File: src/sssd_pkg.sv
// Shared types, constants and the hex font of the scan shift driver.
package sssd_pkg;

	typedef struct packed {
		logic [7:0] pattern;
		logic [2:0] sel_old;
		logic [2:0] sel_new;
		logic       speaker;
	} sssd_word_t;

	typedef struct packed {
		logic push;
	} sssd_qctl_t;

	typedef enum logic [2:0] {
		PHASE_HIGH = 3'b001,
		PHASE_LOW  = 3'b010,
		PHASE_LED  = 3'b100
	} sssd_phase_t;

	localparam logic [7:0] DecRecip   = 8'd205;
	localparam logic [3:0] DecTen     = 4'd10;
	localparam logic [2:0] SelAllOff  = 3'b111;
	localparam logic [2:0] LastBitIdx = 3'd7;

	function automatic logic [7:0] font_hex(input logic [3:0] nibble);
		logic [7:0] seg;
		case (nibble)
			4'h0: seg = 8'h3f;
			4'h1: seg = 8'h06;
			4'h2: seg = 8'h5b;
			4'h3: seg = 8'h4f;
			4'h4: seg = 8'h66;
			4'h5: seg = 8'h6d;
			4'h6: seg = 8'h7d;
			4'h7: seg = 8'h07;
			4'h8: seg = 8'h7f;
			4'h9: seg = 8'h6f;
			4'ha: seg = 8'h77;
			4'hb: seg = 8'h7c;
			4'hc: seg = 8'h39;
			4'hd: seg = 8'h5e;
			4'he: seg = 8'h79;
			4'hf: seg = 8'h71;
			default: seg = 8'h3f;
		endcase
		return seg;
	endfunction

endpackage

File: src/sssd_front.sv
// Front end: accepts scan ticks, tracks phase, select and speaker, builds the word to shift.
module sssd_front (
	input  logic                     clk,
	input  logic                     arst_n,
	input  logic                     segment_mode,
	input  logic                     in_valid,
	output logic                     in_ready,
	input  logic [7:0]               display_value,
	input  logic                     decimal_format,
	input  logic [15:0]              segment_pattern,
	input  logic [7:0]               led_pattern,
	input  logic                     sound_on,
	output sssd_pkg::sssd_qctl_t     qctl,
	input  logic                     q_ready,
	output sssd_pkg::sssd_word_t     push_word
);
	import sssd_pkg::*;

	sssd_phase_t phase_q;
	logic [2:0]  sel_q;
	logic        speaker_q;
	logic        tone_q;

	logic [15:0] prod;
	logic [4:0]  tens;
	logic [7:0]  tens_x10;
	logic [7:0]  ones;
	logic [7:0]  digits;
	logic        accept;
	logic        speaker_next;
	logic [7:0]  pattern;
	logic [2:0]  sel_next;
	sssd_phase_t phase_next;

	assign in_ready   = q_ready;
	assign accept     = in_valid && q_ready;
	assign qctl.push  = accept;

	assign prod     = display_value * DecRecip;
	assign tens     = prod[15:11];
	assign tens_x10 = tens * DecTen;
	assign ones     = display_value - tens_x10;
	assign digits   = decimal_format ? {tens[3:0], ones[3:0]} : display_value;

	assign speaker_next = sound_on ? tone_q : speaker_q;

	always_comb begin
		case (phase_q)
			PHASE_LOW: begin
				pattern    = segment_mode ? segment_pattern[7:0] : font_hex(digits[3:0]);
				sel_next   = (sel_q | 3'b001) & 3'b101;
				phase_next = PHASE_LED;
			end
			PHASE_LED: begin
				pattern    = led_pattern;
				sel_next   = (sel_q | 3'b010) & 3'b011;
				phase_next = PHASE_HIGH;
			end
			default: begin
				pattern    = segment_mode ? segment_pattern[15:8] : font_hex(digits[7:4]);
				sel_next   = (sel_q | 3'b100) & 3'b110;
				phase_next = PHASE_LOW;
			end
		endcase
	end

	assign push_word.pattern = pattern;
	assign push_word.sel_old = sel_q;
	assign push_word.sel_new = sel_next;
	assign push_word.speaker = speaker_next;

	always_ff @(posedge clk or negedge arst_n) begin
		if (!arst_n) begin
			phase_q   <= PHASE_HIGH;
			sel_q     <= SelAllOff;
			speaker_q <= 1'b0;
			tone_q    <= 1'b1;
		end else if (accept) begin
			phase_q   <= phase_next;
			sel_q     <= sel_next;
			speaker_q <= speaker_next;
			if (sound_on) begin
				tone_q <= ~tone_q;
			end
		end
	end

endmodule

File: src/sssd_queue.sv
// Two-entry queue between the front end and the shift stage.
module sssd_queue (
	input  logic                 clk,
	input  logic                 arst_n,
	input  sssd_pkg::sssd_qctl_t qctl,
	input  sssd_pkg::sssd_word_t push_word,
	output logic                 q_ready,
	input  logic                 pop,
	output logic                 q_valid,
	output sssd_pkg::sssd_word_t pop_word,
	output logic [1:0]           q_count
);
	import sssd_pkg::*;

	sssd_word_t mem_q [2];
	logic       wr_ptr_q;
	logic       rd_ptr_q;
	logic [1:0] count_q;
	logic       do_push;
	logic       do_pop;

	assign q_ready  = (count_q != 2'd2);
	assign q_valid  = (count_q != 2'd0);
	assign do_push  = qctl.push && q_ready;
	assign do_pop   = pop && q_valid;
	assign pop_word = mem_q[rd_ptr_q];
	assign q_count  = count_q;

	always_ff @(posedge clk) begin
		if (do_push) begin
			mem_q[wr_ptr_q] <= push_word;
		end
	end

	always_ff @(posedge clk or negedge arst_n) begin
		if (!arst_n) begin
			wr_ptr_q <= 1'b0;
			rd_ptr_q <= 1'b0;
			count_q  <= 2'd0;
		end else begin
			if (do_push) begin
				wr_ptr_q <= ~wr_ptr_q;
			end
			if (do_pop) begin
				rd_ptr_q <= ~rd_ptr_q;
			end
			case ({do_push, do_pop})
				2'b10:   count_q <= count_q + 2'd1;
				2'b01:   count_q <= count_q - 2'd1;
				default: count_q <= count_q;
			endcase
		end
	end

endmodule

File: src/sssd_back.sv
// Shift stage: sends each word MSB first, one bit per result, latch on the eighth.
module sssd_back (
	input  logic                 clk,
	input  logic                 arst_n,
	input  logic                 q_valid,
	input  sssd_pkg::sssd_word_t pop_word,
	output logic                 pop,
	output logic                 out_valid,
	input  logic                 out_ready,
	output logic                 serial_data,
	output logic                 latch_strobe,
	output logic [2:0]           select_lines,
	output logic                 speaker_level,
	output logic                 last_bit
);
	import sssd_pkg::*;

	logic       busy_q;
	logic [2:0] cnt_q;
	logic [7:0] shift_q;
	logic [2:0] sel_old_q;
	logic [2:0] sel_new_q;
	logic       speaker_q;
	logic       is_last;
	logic       finish;

	assign is_last = (cnt_q == LastBitIdx);
	assign finish  = busy_q && out_ready && is_last;
	assign pop     = q_valid && (!busy_q || finish);

	assign out_valid     = busy_q;
	assign serial_data   = shift_q[7];
	assign latch_strobe  = is_last;
	assign last_bit      = is_last;
	assign select_lines  = is_last ? sel_new_q : sel_old_q;
	assign speaker_level = speaker_q;

	always_ff @(posedge clk) begin
		if (pop) begin
			shift_q   <= pop_word.pattern;
			sel_old_q <= pop_word.sel_old;
			sel_new_q <= pop_word.sel_new;
			speaker_q <= pop_word.speaker;
		end else if (busy_q && out_ready) begin
			shift_q <= {shift_q[6:0], 1'b0};
		end
	end

	always_ff @(posedge clk or negedge arst_n) begin
		if (!arst_n) begin
			busy_q <= 1'b0;
			cnt_q  <= 3'd0;
		end else if (pop) begin
			busy_q <= 1'b1;
			cnt_q  <= 3'd0;
		end else if (finish) begin
			busy_q <= 1'b0;
			cnt_q  <= 3'd0;
		end else if (busy_q && out_ready) begin
			cnt_q <= cnt_q + 3'd1;
		end
	end

endmodule

File: src/seven_segment_scan_shift_driver_unit.sv
// Top level of the seven-segment scan shift driver.
// A tick accepted into an empty block is written into the queue, then loaded into the shift stage.
// The shift stage sends one bit per cycle while out_ready is high;
// a two-word queue lets the front accept ticks while the shift stage is busy.
// Reset: phase to the high digit, selects all off, speaker low, tone toggle high, queue empty.
module seven_segment_scan_shift_driver_unit (
	input  logic        clk,
	input  logic        arst_n,
	input  logic        cfg_write_en,
	input  logic        cfg_write_data,
	input  logic        in_valid,
	output logic        in_ready,
	input  logic [7:0]  display_value,
	input  logic        decimal_format,
	input  logic [15:0] segment_pattern,
	input  logic [7:0]  led_pattern,
	input  logic        sound_on,
	output logic        out_valid,
	input  logic        out_ready,
	output logic        serial_data,
	output logic        latch_strobe,
	output logic [2:0]  select_lines,
	output logic        speaker_level,
	output logic        last_bit
);
	import sssd_pkg::*;

	logic       segment_mode_q;
	sssd_qctl_t qctl;
	sssd_word_t push_word;
	sssd_word_t pop_word;
	logic       q_ready;
	logic       q_valid;
	logic       pop;
	logic [1:0] q_count;

	always_ff @(posedge clk or negedge arst_n) begin
		if (!arst_n) begin
			segment_mode_q <= 1'b0;
		end else if (cfg_write_en) begin
			segment_mode_q <= cfg_write_data;
		end
	end

	sssd_front u_front (
		.clk             (clk),
		.arst_n          (arst_n),
		.segment_mode    (segment_mode_q),
		.in_valid        (in_valid),
		.in_ready        (in_ready),
		.display_value   (display_value),
		.decimal_format  (decimal_format),
		.segment_pattern (segment_pattern),
		.led_pattern     (led_pattern),
		.sound_on        (sound_on),
		.qctl            (qctl),
		.q_ready         (q_ready),
		.push_word       (push_word)
	);

	sssd_queue u_queue (
		.clk       (clk),
		.arst_n    (arst_n),
		.qctl      (qctl),
		.push_word (push_word),
		.q_ready   (q_ready),
		.pop       (pop),
		.q_valid   (q_valid),
		.pop_word  (pop_word),
		.q_count   (q_count)
	);

	sssd_back u_back (
		.clk           (clk),
		.arst_n        (arst_n),
		.q_valid       (q_valid),
		.pop_word      (pop_word),
		.pop           (pop),
		.out_valid     (out_valid),
		.out_ready     (out_ready),
		.serial_data   (serial_data),
		.latch_strobe  (latch_strobe),
		.select_lines  (select_lines),
		.speaker_level (speaker_level),
		.last_bit      (last_bit)
	);

	a_queue_bound: assert property (@(posedge clk) disable iff (!arst_n)
		q_count != 2'd3)
		else $error("queue count out of range");

	a_byte_continues: assert property (@(posedge clk) disable iff (!arst_n)
		out_valid && out_ready && !last_bit |=> out_valid)
		else $error("word dropped before its last bit");

	a_one_select_on: assert property (@(posedge clk) disable iff (!arst_n)
		out_valid && last_bit |-> $countones(select_lines) == 2)
		else $error("latched select does not enable exactly one line");

	a_no_accept_when_full: assert property (@(posedge clk) disable iff (!arst_n)
		q_count == 2'd2 |-> !in_ready)
		else $error("front ready while queue full");

endmodule

File: config.mk
export PLATFORM = sky130hd
export DESIGN_NAME = seven_segment_scan_shift_driver_unit
export DESIGN_NICKNAME = d
export VERILOG_FILES = /design/src/sssd_pkg.sv /design/src/sssd_front.sv /design/src/sssd_queue.sv /design/src/sssd_back.sv /design/src/seven_segment_scan_shift_driver_unit.sv
export SDC_FILE = /design/constraint.sdc
export NUM_CORES = 1
export LEC_CHECK = 0
export ABC_CLOCK_PERIOD_IN_PS = 6350
export BUFFER_PORTS_ARGS = -buffer_cell sky130_fd_sc_hd__buf_2
export CORE_MARGIN = 4
export CORE_UTILIZATION = 40
export CTS_CLUSTER_SIZE = 20
export DETAILED_ROUTE_END_ITERATION = 10
export PLACE_DENSITY_LB_ADDON = 0.05
export REMOVE_ABC_BUFFERS = 1
export SKIP_CTS_REPAIR_TIMING = 1
export SYNTH_ARGS = -nofsm -noshare
export SYNTH_HDL_FRONTEND = slang
export SYNTH_HIERARCHICAL = 1
export SYNTH_SLANG_ARGS = --single-unit
File: constraint.sdc
create_clock -name clk -period 6.35 [get_ports clk]
set_input_delay 0.9525 -clock clk [delete_from_list [all_inputs] [get_ports clk]]
set_output_delay 0.9525 -clock clk [all_outputs]
set_load 0.05 [all_outputs]
* Word level (Yosys, flattened, before mapping)
Memory sizes are Yosys's and may differ from the RTL's.
Index checks and enable logic that the tools add are counted.
** Cells by class
- Reduce and logical (&&, ||, !) cells :: 14
- $mul :: 2
- Bitwise logic cells :: 3
- Add/sub/neg operators :: 4
- Muxes and demuxes :: 18
- Equality and inequality tests :: 6
** Operators with widths (count)
- 8-bit 2-to-1 mux :: 5
- 8-bit by 8-bit multiplier with 16-bit output (second input constant) :: 1
- 8-bit case mux with 2 select lines :: 1
- 3-bit 2-to-1 mux :: 4
- 3-bit case mux with 2 select lines :: 2
- 2-bit nonzero test :: 4
- 3-bit equality test (second input constant) :: 2
- 1-bit logical AND :: 6
- 5-bit by 3-bit multiplier with 3-bit output (second input constant) :: 1
- 1-bit 2-to-1 mux :: 5
- 2-bit case mux with 2 select lines :: 1
- 4-bit subtractor :: 1
- 3-bit by 1-bit adder with 3-bit output (second input constant) :: 1
- 3-bit by 2-bit equality test with 1-bit output (second input constant) :: 1
- 1-bit inverter :: 3
- 3-bit nonzero test :: 1
- 2-bit by 1-bit adder with 2-bit output (second input constant) :: 1
- 2-bit by 1-bit equality test with 1-bit output (second input constant) :: 1
- 2-bit equality test (second input constant) :: 1
- 2-bit != test (second input constant) :: 1
- 2-bit AND reduction :: 1
- 2-bit by 1-bit subtractor with 2-bit output (second input constant) :: 1
- 1-bit logical NOT :: 1
- 1-bit logical OR :: 1
** Storage, ports and cells
- Memory bits (read-only) :: 224
- Flip-flop bits (word level) :: 32
- Memories kept :: 3
- Bits in writable memories :: 30
- Logic and storage cells :: 64
** Memories
- (no name shown) :: words 16, bits a word 7, read ports 1, clocked after Yosys merged registers in 0, wr ports 0, RTL line sssd_pkg.sv:28 : case (nibble)
- (no name shown) :: words 16, bits a word 7, read ports 1, clocked after Yosys merged registers in 0, wr ports 0, RTL line sssd_pkg.sv:28
- u_queue.mem_q :: words 2, bits a word 15, read ports 1, clocked after Yosys merged registers in 0, wr ports 1, RTL line sssd_queue.sv:15 : sssd_word_t mem_q [2];

* Logic depth before layout (Yosys ltp)
Gate-level depths: netlist of run 1.
- Depth in word-level cells :: 7
- Mapped depth :: 22
- Mapped depth without buffers :: 21

* Cells and area by module
The synthesis of run 1 kept the hierarchy.
** Modules (own cells, without submodules)
- sssd_front :: instances 1, cells each 285, seq. area each 206.4 µm², area an instance 2458.6 µm²
- sssd_queue :: instances 1, cells each 64, seq. area each 1001.0 µm², area an instance 1281.2 µm²
- sssd_back :: instances 1, cells each 59, seq. area each 550.5 µm², area an instance 883.3 µm²
- seven_segment_scan_shift_driver_unit :: instances 1, cells each 2, seq. area each 25.0 µm², area an instance 40.0 µm²

* Least setup slack after synthesis of run 1
Ideal clock, no wire load.
- Path kind :: input to register
- Start :: input display_value[1]
- End :: memory u_queue/mem_q[0][11] (netlist bit), data pin
- Setup slack :: 315 ps
- Cell stages on the path :: 21
- Library setup time :: 289 ps
- Arrival time :: 5746 ps
- Cell sequence :: ha_1 xor2_1 ha_1 fa_1 inv_1 fa_1 inv_1 ha_1 a21oi_1 o21bai_1 or4b_1 o2111a_2 ha_1 fa_1 a21o_1 clkbuf_1 nand2_1 nor4b_1 mux2i_1 nand3_1 o311ai_0
** RTL lines
- start: declaration :: RTL line seven_segment_scan_shift_driver_unit.sv:13 : input logic [7:0] display_value,
- end: declaration :: RTL line sssd_queue.sv:15

==> results of run 1 <==
-- cells by family (layout without fill, tap and decap cells) --
logic type | count (synthesis) | after routing | synth area share (%)
fa+ha+maj | 66 | 66 | 19.5
flops | 62 | 62 | 38.2
compound gates | 73 | 73 | 11.6
xor+xnor | 16 | 16 | 3.70
simple gates | 92 | 92 | 10.3
mux | 45 | 45 | 11.3
buf+inv | 56 | 115 | 5.31
-- cells in the final DEF (no fill, tap or decap), drive strengths merged, types with 12 or more instances in the layout --
cell	count
edfxtp	45
nand2	29
mux2	34
nor2	19
dfrtp	12
o21ai	15
ha	55
buf	57
clkbuf	12
inv	42
-- Yosys cell counts, types with 3 or more instances --
cell,number
ha_1,55
edfxtp_1,45
inv_1,42
nand2_1,29
mux2_2,25
nor2_1,18
dfrtp_1,12
o21ai_0,12
fa_1,11
mux2i_1,11
xnor2_1,10
mux2_4,9
a21o_1,8
a21oi_1,8
a22o_1,6
nand2b_1,6
nand3_1,6
a22oi_1,5
clkbuf_1,5
dfstp_2,5
nor3_1,5
and3_1,4
xor2_1,4
a221oi_1,3
a31oi_1,3
buf_2,3
buf_4,3
buf_6,3
nor3b_1,3
o211ai_1,3
o221ai_1,3
-- registers in the layout, indices dropped and copies added, names as in the netlist --
register	cells
u_back/shift_q	8
u_front/tone_q	1
u_front/sel_q	3
u_back/speaker_level	1
u_back/sel_old_q	3
u_front/speaker_q	1
segment_mode_q	1
u_back/sel_new_q	3
u_queue/mem_q	30
u_back/out_valid	1
u_queue/q_count	2
u_front/phase_q	3
u_queue/wr_ptr_q	1
u_back/cnt_q	3
u_queue/rd_ptr_q	1
-- cell type report --
cell class	count	area (sq um)
clock buffers	12	278
clock inverters	4	27.5
repair buffers	57	308
inverters	42	158
well taps	143	179
multi-input cells	292	2640
flip-flops and latches	62	1780
fillers	1087	6050
-- layer usage --
layer	part of all wire, %	GRT usage (%)
met1	49	22.0
met2	46	25.4
met3	4.5	2.82
met4	0.79	3.56
met5	0	0
-- through the flow --
step / area [sq um] / std cells / total power [mW] / hold slack (ns)
floorplan: 4570 / 396 / 1.71 / 0.456
global placement: 5070 / 596 / 2.05 / 0.478
detailed placement: 5070 / 596 / 2.06 / 0.486
CTS: 5370 / 612 / 2.55 / 0.497
global route: 5370 / 612 / 2.74 / 0.522
finish: 5370 / 612 / 2.52 / 0.493
-- where the power goes --
part           switching [mW]  internal [mW]  leakage, nW  total (mW)
registers              0.0795          0.639        0.610       0.719
logic                   0.734          0.594         1.68        1.33
clock network           0.169          0.308        0.142       0.477
total                   0.982           1.54         2.44        2.52
-- worst min-delay path by stage --
stage,to,depth (start not counted),slack (ns),from
detailed placement,u_queue/q_count[1]$_DFFE_PN0P_,1,0.49,u_queue/q_count[1]$_DFFE_PN0P_
floorplan,u_queue/q_count[1]$_DFFE_PN0P_,1,0.46,u_queue/q_count[1]$_DFFE_PN0P_
global placement,u_queue/q_count[1]$_DFFE_PN0P_,1,0.48,u_queue/q_count[1]$_DFFE_PN0P_
finish,u_queue/q_count[1]$_DFFE_PN0P_,1,0.49,u_queue/q_count[1]$_DFFE_PN0P_
CTS,u_queue/q_count[1]$_DFFE_PN0P_,1,0.50,u_queue/q_count[1]$_DFFE_PN0P_
global route,u_front/tone_q$_DFFE_PN1P_,1,0.52,u_front/tone_q$_DFFE_PN1P_
-- critical path, stage by stage --
cell and delay [ns]:
buf_2 0.13, ha_1 0.34, xor2_1 0.16, ha_1 0.30, fa_1 0.54, inv_1 0.05, fa_1 0.52, inv_1 0.04
ha_1 0.30, a21oi_1 0.13, o21bai_1 0.09, or4b_1 0.47, o2111a_2 0.18, ha_1 0.21, fa_1 0.35, xnor3_1 0.40
nor2_4 0.16, xnor2_4 0.13, nor4_2 0.33, o311ai_1 0.17
==> out/metrics.cfg, run 1 <==
[power]
p_leak_nw=2.44
power.density_nw_per_um2=470
ir_worst_vdd_v=0.000190

[synth]
synth.cell_area_sq_um=4660
synthFlopType=edfxtp_1
yosys-top-cells-area=edfxtp_1, ha_1, dfrtp_1, mux2_2, fa_1
synth-edff-count=45
synth_top_area_cell=edfxtp_1
avgSynthCellArea_sq_um=11.4
ys_warn_count=6
synth_top_area_share_pct=29.0
synthArstFlopShare_pct=27.4
netlist_instances=410
ys_seq_area_share_pct=38.2
ys_types=66
synth_seq_cells=62

[floorplan]
die_area_sq_um=13400
die_x_um=116
io_pins=49
row_count=39
initial_core_util_pct=40.8
core-area_sq_um=11400
die_h_um=116

[clocking]
cts_max_level=3
cts_buffers=9
cts_tree=built
clkTransAtPathRegs_ns=0.06
root_buffer=clkbuf_16
clock_path_buffers=2
cts_sinks=62
clk_latency_ns=0.32

[sta]
fmax_ghz=0.169
worstMarginPinSlew_ns=1.19
finalSetupTns_ns=0
drv_slew=0
fin_ws_ns=0.422
setup_viol=0
finalCritPeriodShare_pct=93.4
skew_ns=0.00701
slew_headroom_pct=19.7
fin_crit_ns=5.93
hold_viol_final=0
grt_setup_unrepaired=no

[placement]
portBuffers=48
dp_worst_setup_slack_ns=0.0461
place.gp.congestion=0.826
place_hpwl_um=7900

[grt]
antenna_found_initial=0
grt_overflow=0
grt_start_max_net_pins=18
grt_usage_pct=15.7
grt_first_pass_wirelength_um=16300
grt_pass1_vias=3270

[drt]
drt_iter0_drc=139
via_count=3189
wl_per_cell_um=16.2
drt_wl_total_um=9930
first_pass_iters=6
viasPerCell=5.21
drc_errors=0
drtAntennaViolNets=0

[job]
drv_cap=0

[final_layout]
final_util_pct=47.1
num_antenna_cells=0
layout-drive-gt1-share_pct=26.9
finish.net_count=570
syn_to_final_growth_pct=15.2

[critical_path]
crit_fanout=7
critPathRequiredTime_ns=6.39
end_kind=flip-flop
crit_end=u_queue/mem_q[1][12]$_DFFE_PP_
r2r_end=u_queue/q_count[1]$_DFFE_PN0P_
crit_type=in -> reg
startpoint_type=input port
arrival_ns=5.97
ff2ff_setup_slack_ns=3.92
r2r_start=u_back/cnt_q[0]$_DFFE_PN0P_
rr_worst_depth=9
crit_start=display_value[1]

[min_path]
hold_class=reg -> reg

[run_status]
outcome=completed

Power figures use the tool's default switching activity.
==> run 2, diff against run 1 <==
--- a/config.mk
+++ b/config.mk
@@ -5,8 +5,10 @@
 export SDC_FILE = /design/constraint.sdc
 export NUM_CORES = 1
 export LEC_CHECK = 0
-export ABC_CLOCK_PERIOD_IN_PS = 6350
+export ABC_AREA = 1
+export ABC_CLOCK_PERIOD_IN_PS = 6400
 export BUFFER_PORTS_ARGS = -buffer_cell sky130_fd_sc_hd__buf_2
+export CORE_ASPECT_RATIO = 1.25
 export CORE_MARGIN = 4
 export CORE_UTILIZATION = 40
 export CTS_CLUSTER_SIZE = 20
==> constraint.sdc (replaced) <==
create_clock -name clk -period 6.4 [get_ports clk]
set_input_delay 0.96 -clock clk [delete_from_list [all_inputs] [get_ports clk]]
set_output_delay 0.96 -clock clk [all_outputs]
set_load 0.05 [all_outputs]
==> out/metrics.cfg, run 2 <==
[run_status]
outcome=completed

[synth]
synth_most_common_cell=nand2_1
synthArstFlopShare_pct=27.4
synth-edff-count=45
synthFlopType=edfxtp_1
synth-xor-area-share_pct=1.44
ys_seq_area_share_pct=36.7
synth_seq_cells=62
muxShareOfSynthArea_pct=0
ys_types=43
avgSynthCellArea_sq_um=8.16
synth-compound-area-share_pct=6.38
synth_top_area_share_pct=27.8
netlist_instances=596
ys_warn_count=6
yosys-top-cells-area=edfxtp_1, nand2_1, ha_1, inv_1, dfrtp_1
synth_top_family_by_area=simple AND/OR/NAND/NOR gates
synth_commonest_cells=nand2_1, inv_1, ha_1, nor2_1, edfxtp_1
synth_simple_gate_area_share_pct=28.0
synth.cell_area_sq_um=4860
synth_top_area_cell=edfxtp_1
synthAdderAreaFrac_pct=18.7

[power]
internal-power_mw=1.42
netSwitchingFraction_pct=42.8
power_frac_comb_pct=49.6
fin_total_pwr_mw=2.49
ir_worst_vdd_v=0.000164
clkPwrFrac_pct=20.2
power.density_nw_per_um2=449
p_leak_nw=2.89
power.switching_mw=1.06
seq_power_share_pct=30.1

[critical_path]
end_kind=flip-flop
crit_type=in -> reg
r2r_start=u_back/cnt_q[0]$_DFFE_PN0P_
critPathRequiredTime_ns=6.45
critPathMaxStageDelay_ns=0.54
worst_path_max_delay_cell=fa_1
crit_fanout=5
startpoint_type=input port
crit_start=display_value[1]
arrival_ns=5.58
crit_chain=buf_2 -> ha_1 -> xor2_1 -> ha_1 -> fa_1 -> inv_1 -> fa_1 -> inv_1 -> ha_1 -> nand2_1 -> nand2_1 -> a21oi_2 -> nand2_1 -> nand2_1 -> nand2_2 -> ha_1 -> o21ai_0 -> ha_1 -> or2_2 -> nand3_1 -> nand3_1 -> nand2_1 -> nand3_1

[final_layout]
num_antenna_cells=0
syn_to_final_growth_pct=14.0
mostFrequentLayoutCell=nand2_1
regMostFlops=u_queue/mem_q
filler_cell_count=1189
biggestRegsByFlops=u_queue/mem_q: 30 flops, u_back/shift_q: 8 flops
fin_area_sq_um=5540
final_cell_mix=nand2_1, inv_1, ha_1
largest_reg_flops=30
finish.net_count=750
layout-drive-gt1-share_pct=17.3

[clocking]
root_buffer=clkbuf_16
clkTransAtPathRegs_ns=0.05
cts_sinks=62
clock_path_buffers=2
cts_buffers=9
cts_max_level=3
clk_latency_ns=0.33
cts_tree=built

[grt]
antenna_found_initial=0
grt_first_pass_wirelength_um=17600
grt_overflow=0
grt_start_max_net_pins=29
grt_pass1_vias=3733
grt_usage_pct=15.8

[floorplan]
die_h_um=131
row_count=44
die_area_sq_um=14000
initial_core_util_pct=41.3
die_x_um=107
core-area_sq_um=11800
io_pins=49

[drt]
route.met2.wl_um=5570
first_pass_iters=4
drtAntennaViolNets=0
met1_length_um=4290
top_layer_used=met4
viasPerCell=4.64
drc_errors=0
drt_wl_total_um=10400
wl_met3_um=281
drt_iter0_drc=203
via_count=3762
wl_per_cell_um=12.8

[sta]
fin_crit_ns=5.52
finalCritPeriodShare_pct=86.3
setup_viol=0
hold_slack_ns=0.493
hold_viol_final=0
grt_setup_unrepaired=no
drv_slew=0
fmax_ghz=0.181
slew_headroom_pct=54.2
worstMarginPinSlew_ns=0.683
finalSetupTns_ns=0
fin_ws_ns=0.879
skew_ns=0.0105

[placement]
portBuffers=48
place.gp.congestion=0.889
place_hpwl_um=8580
dp_worst_setup_slack_ns=0.546
dpl_cell_area_sq_um=5220

[min_path]
worstHoldStart=u_front/tone_q$_DFFE_PN1P_
hold_class=reg -> reg

[job]
drv_cap=0

[run 2: routing by layer]
| layer | global-route usage, % | vias to the layer above |
|---|---|---|
| li1 | - | 1997 |
| met1 | 17.6 | 1681 |
| met2 | 29.3 | 66 |
| met3 | 2.94 | 18 |
| met4 | 6.11 | 0 |
| met5 | 0 | - |
[run 2: power by group through the flow]
stage | Sequential [mW] | Clock, mW | Combinational (mW)
6_report | 0.750 | 0.504 | 1.23
5_1_grt | 0.767 | 0.538 | 1.43
4_1_cts | 0.752 | 0.516 | 1.25
3_5_place_dp | 0.759 | 0 | 1.25
3_3_place_gp | 0.753 | 0 | 1.24
2_1_floorplan | 0.762 | 0 | 0.939
[run 2: layout make-up]
class	count	area, sq um	share of cell area, %
Tap cell	161	201	3.63
Multi-Input combinational cell	432	2650	47.8
Clock buffer	13	282	5.08
Timing Repair Buffer	49	248	4.47
Inverter	90	340	6.14
Clock inverter	3	40.0	0.722
Sequential cell	62	1780	32.2
[run 2: logic make-up (layout without fill, tap and decap cells)]
kind of cell,after synthesis,after routing
adders and majority gates,66,66
xor gates and xnor gates,8,8
buffers and inverters,102,155
and+or+nand+nor,309,309
AOI/OAI and AO/OA,49,49
DFF,62,62
[run 2: worst paths after layout]
check / end / slack, ns / cells past startpoint
min: u_front/tone_q$_DFFE_PN1P_ / 0.49 / 1
min reg2reg: u_front/tone_q$_DFFE_PN1P_ / 0.49 / 1
max in group asynchronous: u_front/sel_q[0]$_DFFE_PN1P_ / 5.50 / 1
max reg2reg: u_queue/q_count[1]$_DFFE_PN0P_ / 3.94 / 13
max: u_queue/mem_q[1][8]$_DFFE_PP_ / 0.88 / 23
min in group asynchronous: u_queue/q_count[0]$_DFFE_PN0P_ / 0.56 / 1
[run 2: metrics by stage]
step | instances | utilization [%]
after floorplan | 584 | -
after global placement | 794 | 44.3
after detailed placement | 794 | 44.3
after CTS | 810 | 47.0
after global routing | 810 | 47.0
final | 810 | 47.0
[run 2: critical path, delay by kind of cell]
kind	cells	cell delay, ns
XOR/XNOR	1	0.16
AO/OA/AOI/OAI	2	0.59
AND/OR/NAND/NOR	10	1.01
adder cells (fa/ha/maj)	7	2.64
buffers and inverters	3	0.22
==> run 3, diff against run 2 <==
--- a/config.mk
+++ b/config.mk
@@ -5,7 +5,7 @@
 export SDC_FILE = /design/constraint.sdc
 export NUM_CORES = 1
 export LEC_CHECK = 0
-export ABC_AREA = 1
+export ABC_AREA = 0
 export ABC_CLOCK_PERIOD_IN_PS = 6400
 export BUFFER_PORTS_ARGS = -buffer_cell sky130_fd_sc_hd__buf_2
 export CORE_ASPECT_RATIO = 1.25
==> out/metrics.cfg, run 3 (same netlist as run 1, synthesis figures left out) <==
[power]
ir_worst_vdd_v=0.000155
netSwitchingFraction_pct=38.9
fin_total_pwr_mw=2.44
power.density_nw_per_um2=458
power_frac_comb_pct=53.3
internal-power_mw=1.49
seq_power_share_pct=29.2
clkPwrFrac_pct=17.5
p_leak_nw=2.42
power.switching_mw=0.948

[critical_path]
critPathMaxStageDelay_ns=0.53
worst_path_max_delay_cell=fa_1
crit_fanout=7
arrival_ns=6.03
timing.critical_path.mode_cell=ha_1
crit_chain=buf_2 -> ha_1 -> xor2_1 -> ha_1 -> fa_1 -> inv_1 -> fa_1 -> inv_1 -> ha_1 -> a21oi_1 -> o21bai_1 -> or4b_1 -> o2111a_2 -> ha_1 -> fa_1 -> xnor3_1 -> nor2_4 -> xnor2_4 -> nor4_2 -> o311ai_1
startpoint_type=input port
critPathRequiredTime_ns=6.43
crit_type=in -> reg
end_kind=flip-flop

[clocking]
cts_buffers=9
root_buffer=clkbuf_16
clock_path_buffers=2
clk_latency_ns=0.32
clkTransAtPathRegs_ns=0.05
cts_tree=built
cts_max_level=3
cts_sinks=62

[final_layout]
biggestRegsByFlops=u_queue/mem_q: 30 flops, u_back/shift_q: 8 flops
mostFrequentLayoutCell=ha_1
layout-drive-gt1-share_pct=25.8
syn_to_final_growth_pct=14.1
finish.net_count=570
regMostFlops=u_queue/mem_q
num_antenna_cells=0
final_cell_mix=ha_1, buf_2, edfxtp_1
filler_cell_count=1066
fin_area_sq_um=5320
largest_reg_flops=30

[sta]
slew_headroom_pct=46.8
finalCritPeriodShare_pct=93.7
worstMarginPinSlew_ns=0.797
finalSetupTns_ns=0
fin_crit_ns=6.00
setup_viol=0
grt_setup_unrepaired=no
drv_slew=0
skew_ns=0.00510
fmax_ghz=0.167
hold_viol_final=0

[floorplan]
die_h_um=129
die_area_sq_um=13500
row_count=43
initial_core_util_pct=41.5
io_pins=49
die_x_um=105
core-area_sq_um=11200

[placement]
dpl_cell_area_sq_um=5050
place_hpwl_um=8000
place.gp.congestion=0.882
portBuffers=48

[drt]
drt_wl_total_um=10100
via_count=3174
viasPerCell=5.25
drtAntennaViolNets=0
drt_iter0_drc=147
wl_per_cell_um=16.7
drc_errors=0
first_pass_iters=4

[grt]
grt_first_pass_wirelength_um=16800
grt_overflow=0
grt_usage_pct=15.8
grt_pass1_vias=3308
grt_start_max_net_pins=18
antenna_found_initial=0

[job]
drv_cap=0

[min_path]
hold_class=reg -> reg

[run_status]
outcome=completed

[run 3: cell count changes in the layout (fill, tap and decap cells not counted), moves of 11 or more]
cell | previous run | this run
nand3_1 | 38 | 6
mux2_2 | 0 | 25
inv_1 | 83 | 42
nor2_1 | 47 | 18
nand2_2 | 13 | 0
nand2_1 | 190 | 29
mux2i_1 | 0 | 11
[run 3: layout make-up]
cell class	instances	area, sq um	share of cell area, %
clock buffer	14	254	4.78
clock inverter	2	10.0	0.188
timing repair buffer	57	308	5.79
tap	135	169	3.18
sequential	62	1780	33.5
multi-input combinational	292	2640	49.6
inverter	42	158	2.96
[run 3: per-layer routing]
metal	part of all wire, %	track usage, %	routed length (um)	vias up
met1	43	18.6	4320	1520
met3	2.4	2.61	242	16
met5	0	0	0	-
met2	52	28.8	5270	45
li1	-	-	-	1593
met4	2.4	6.49	240	0
[run 3: worst paths after layout]
kind                                           startpoint                             end  slack, ns  cells past startpoint
setup / recovery                         display_value[1]  u_queue/mem_q[1][12]$_DFFE_PP_       0.40                     20
hold / removal             u_queue/q_count[1]$_DFFE_PN0P_  u_queue/q_count[1]$_DFFE_PN0P_       0.49                      1
setup reg to reg              u_back/cnt_q[0]$_DFFE_PN0P_  u_queue/q_count[1]$_DFFE_PN0P_       3.97                      9
hold reg to reg            u_queue/q_count[1]$_DFFE_PN0P_  u_queue/q_count[1]$_DFFE_PN0P_       0.49                      1
max in group asynchronous                          arst_n    u_front/sel_q[2]$_DFFE_PN1P_       5.51                      1
min in group asynchronous                          arst_n   u_front/speaker_q$_DFFE_PN0P_       0.56                      1
[run 3: power groups by stage]
stage	registers, mW	clock network [mW]	logic [mW]
2_1_floorplan	0.703	0	0.989
3_3_place_gp	0.716	0	1.30
3_5_place_dp	0.720	0	1.30
4_1_cts	0.714	0.436	1.31
5_1_grt	0.731	0.457	1.45
6_report	0.712	0.426	1.30
[run 3: stage by stage]
stage	setup WS, ns	hold WS (ns)	util [%]	std cells
2_1_floorplan	0.463	0.456	-	396
3_3_place_gp	0.148	0.475	45.0	588
3_5_place_dp	0.0500	0.486	45.0	588
4_1_cts	0.395	0.494	47.3	604
5_1_grt	0.133	0.508	47.3	604
6_report	0.402	0.488	47.3	604
[run 3: critical path: cells and delay by family]
| family | cells | cell delay, ns |
|---|---|---|
| adder cells (fa/ha/maj) | 7 | 2.58 |
| AND/OR/NAND/NOR | 3 | 0.99 |
| XOR/XNOR | 3 | 0.70 |
| buffers and inverters | 3 | 0.22 |
| AO/OA/AOI/OAI | 4 | 0.57 |
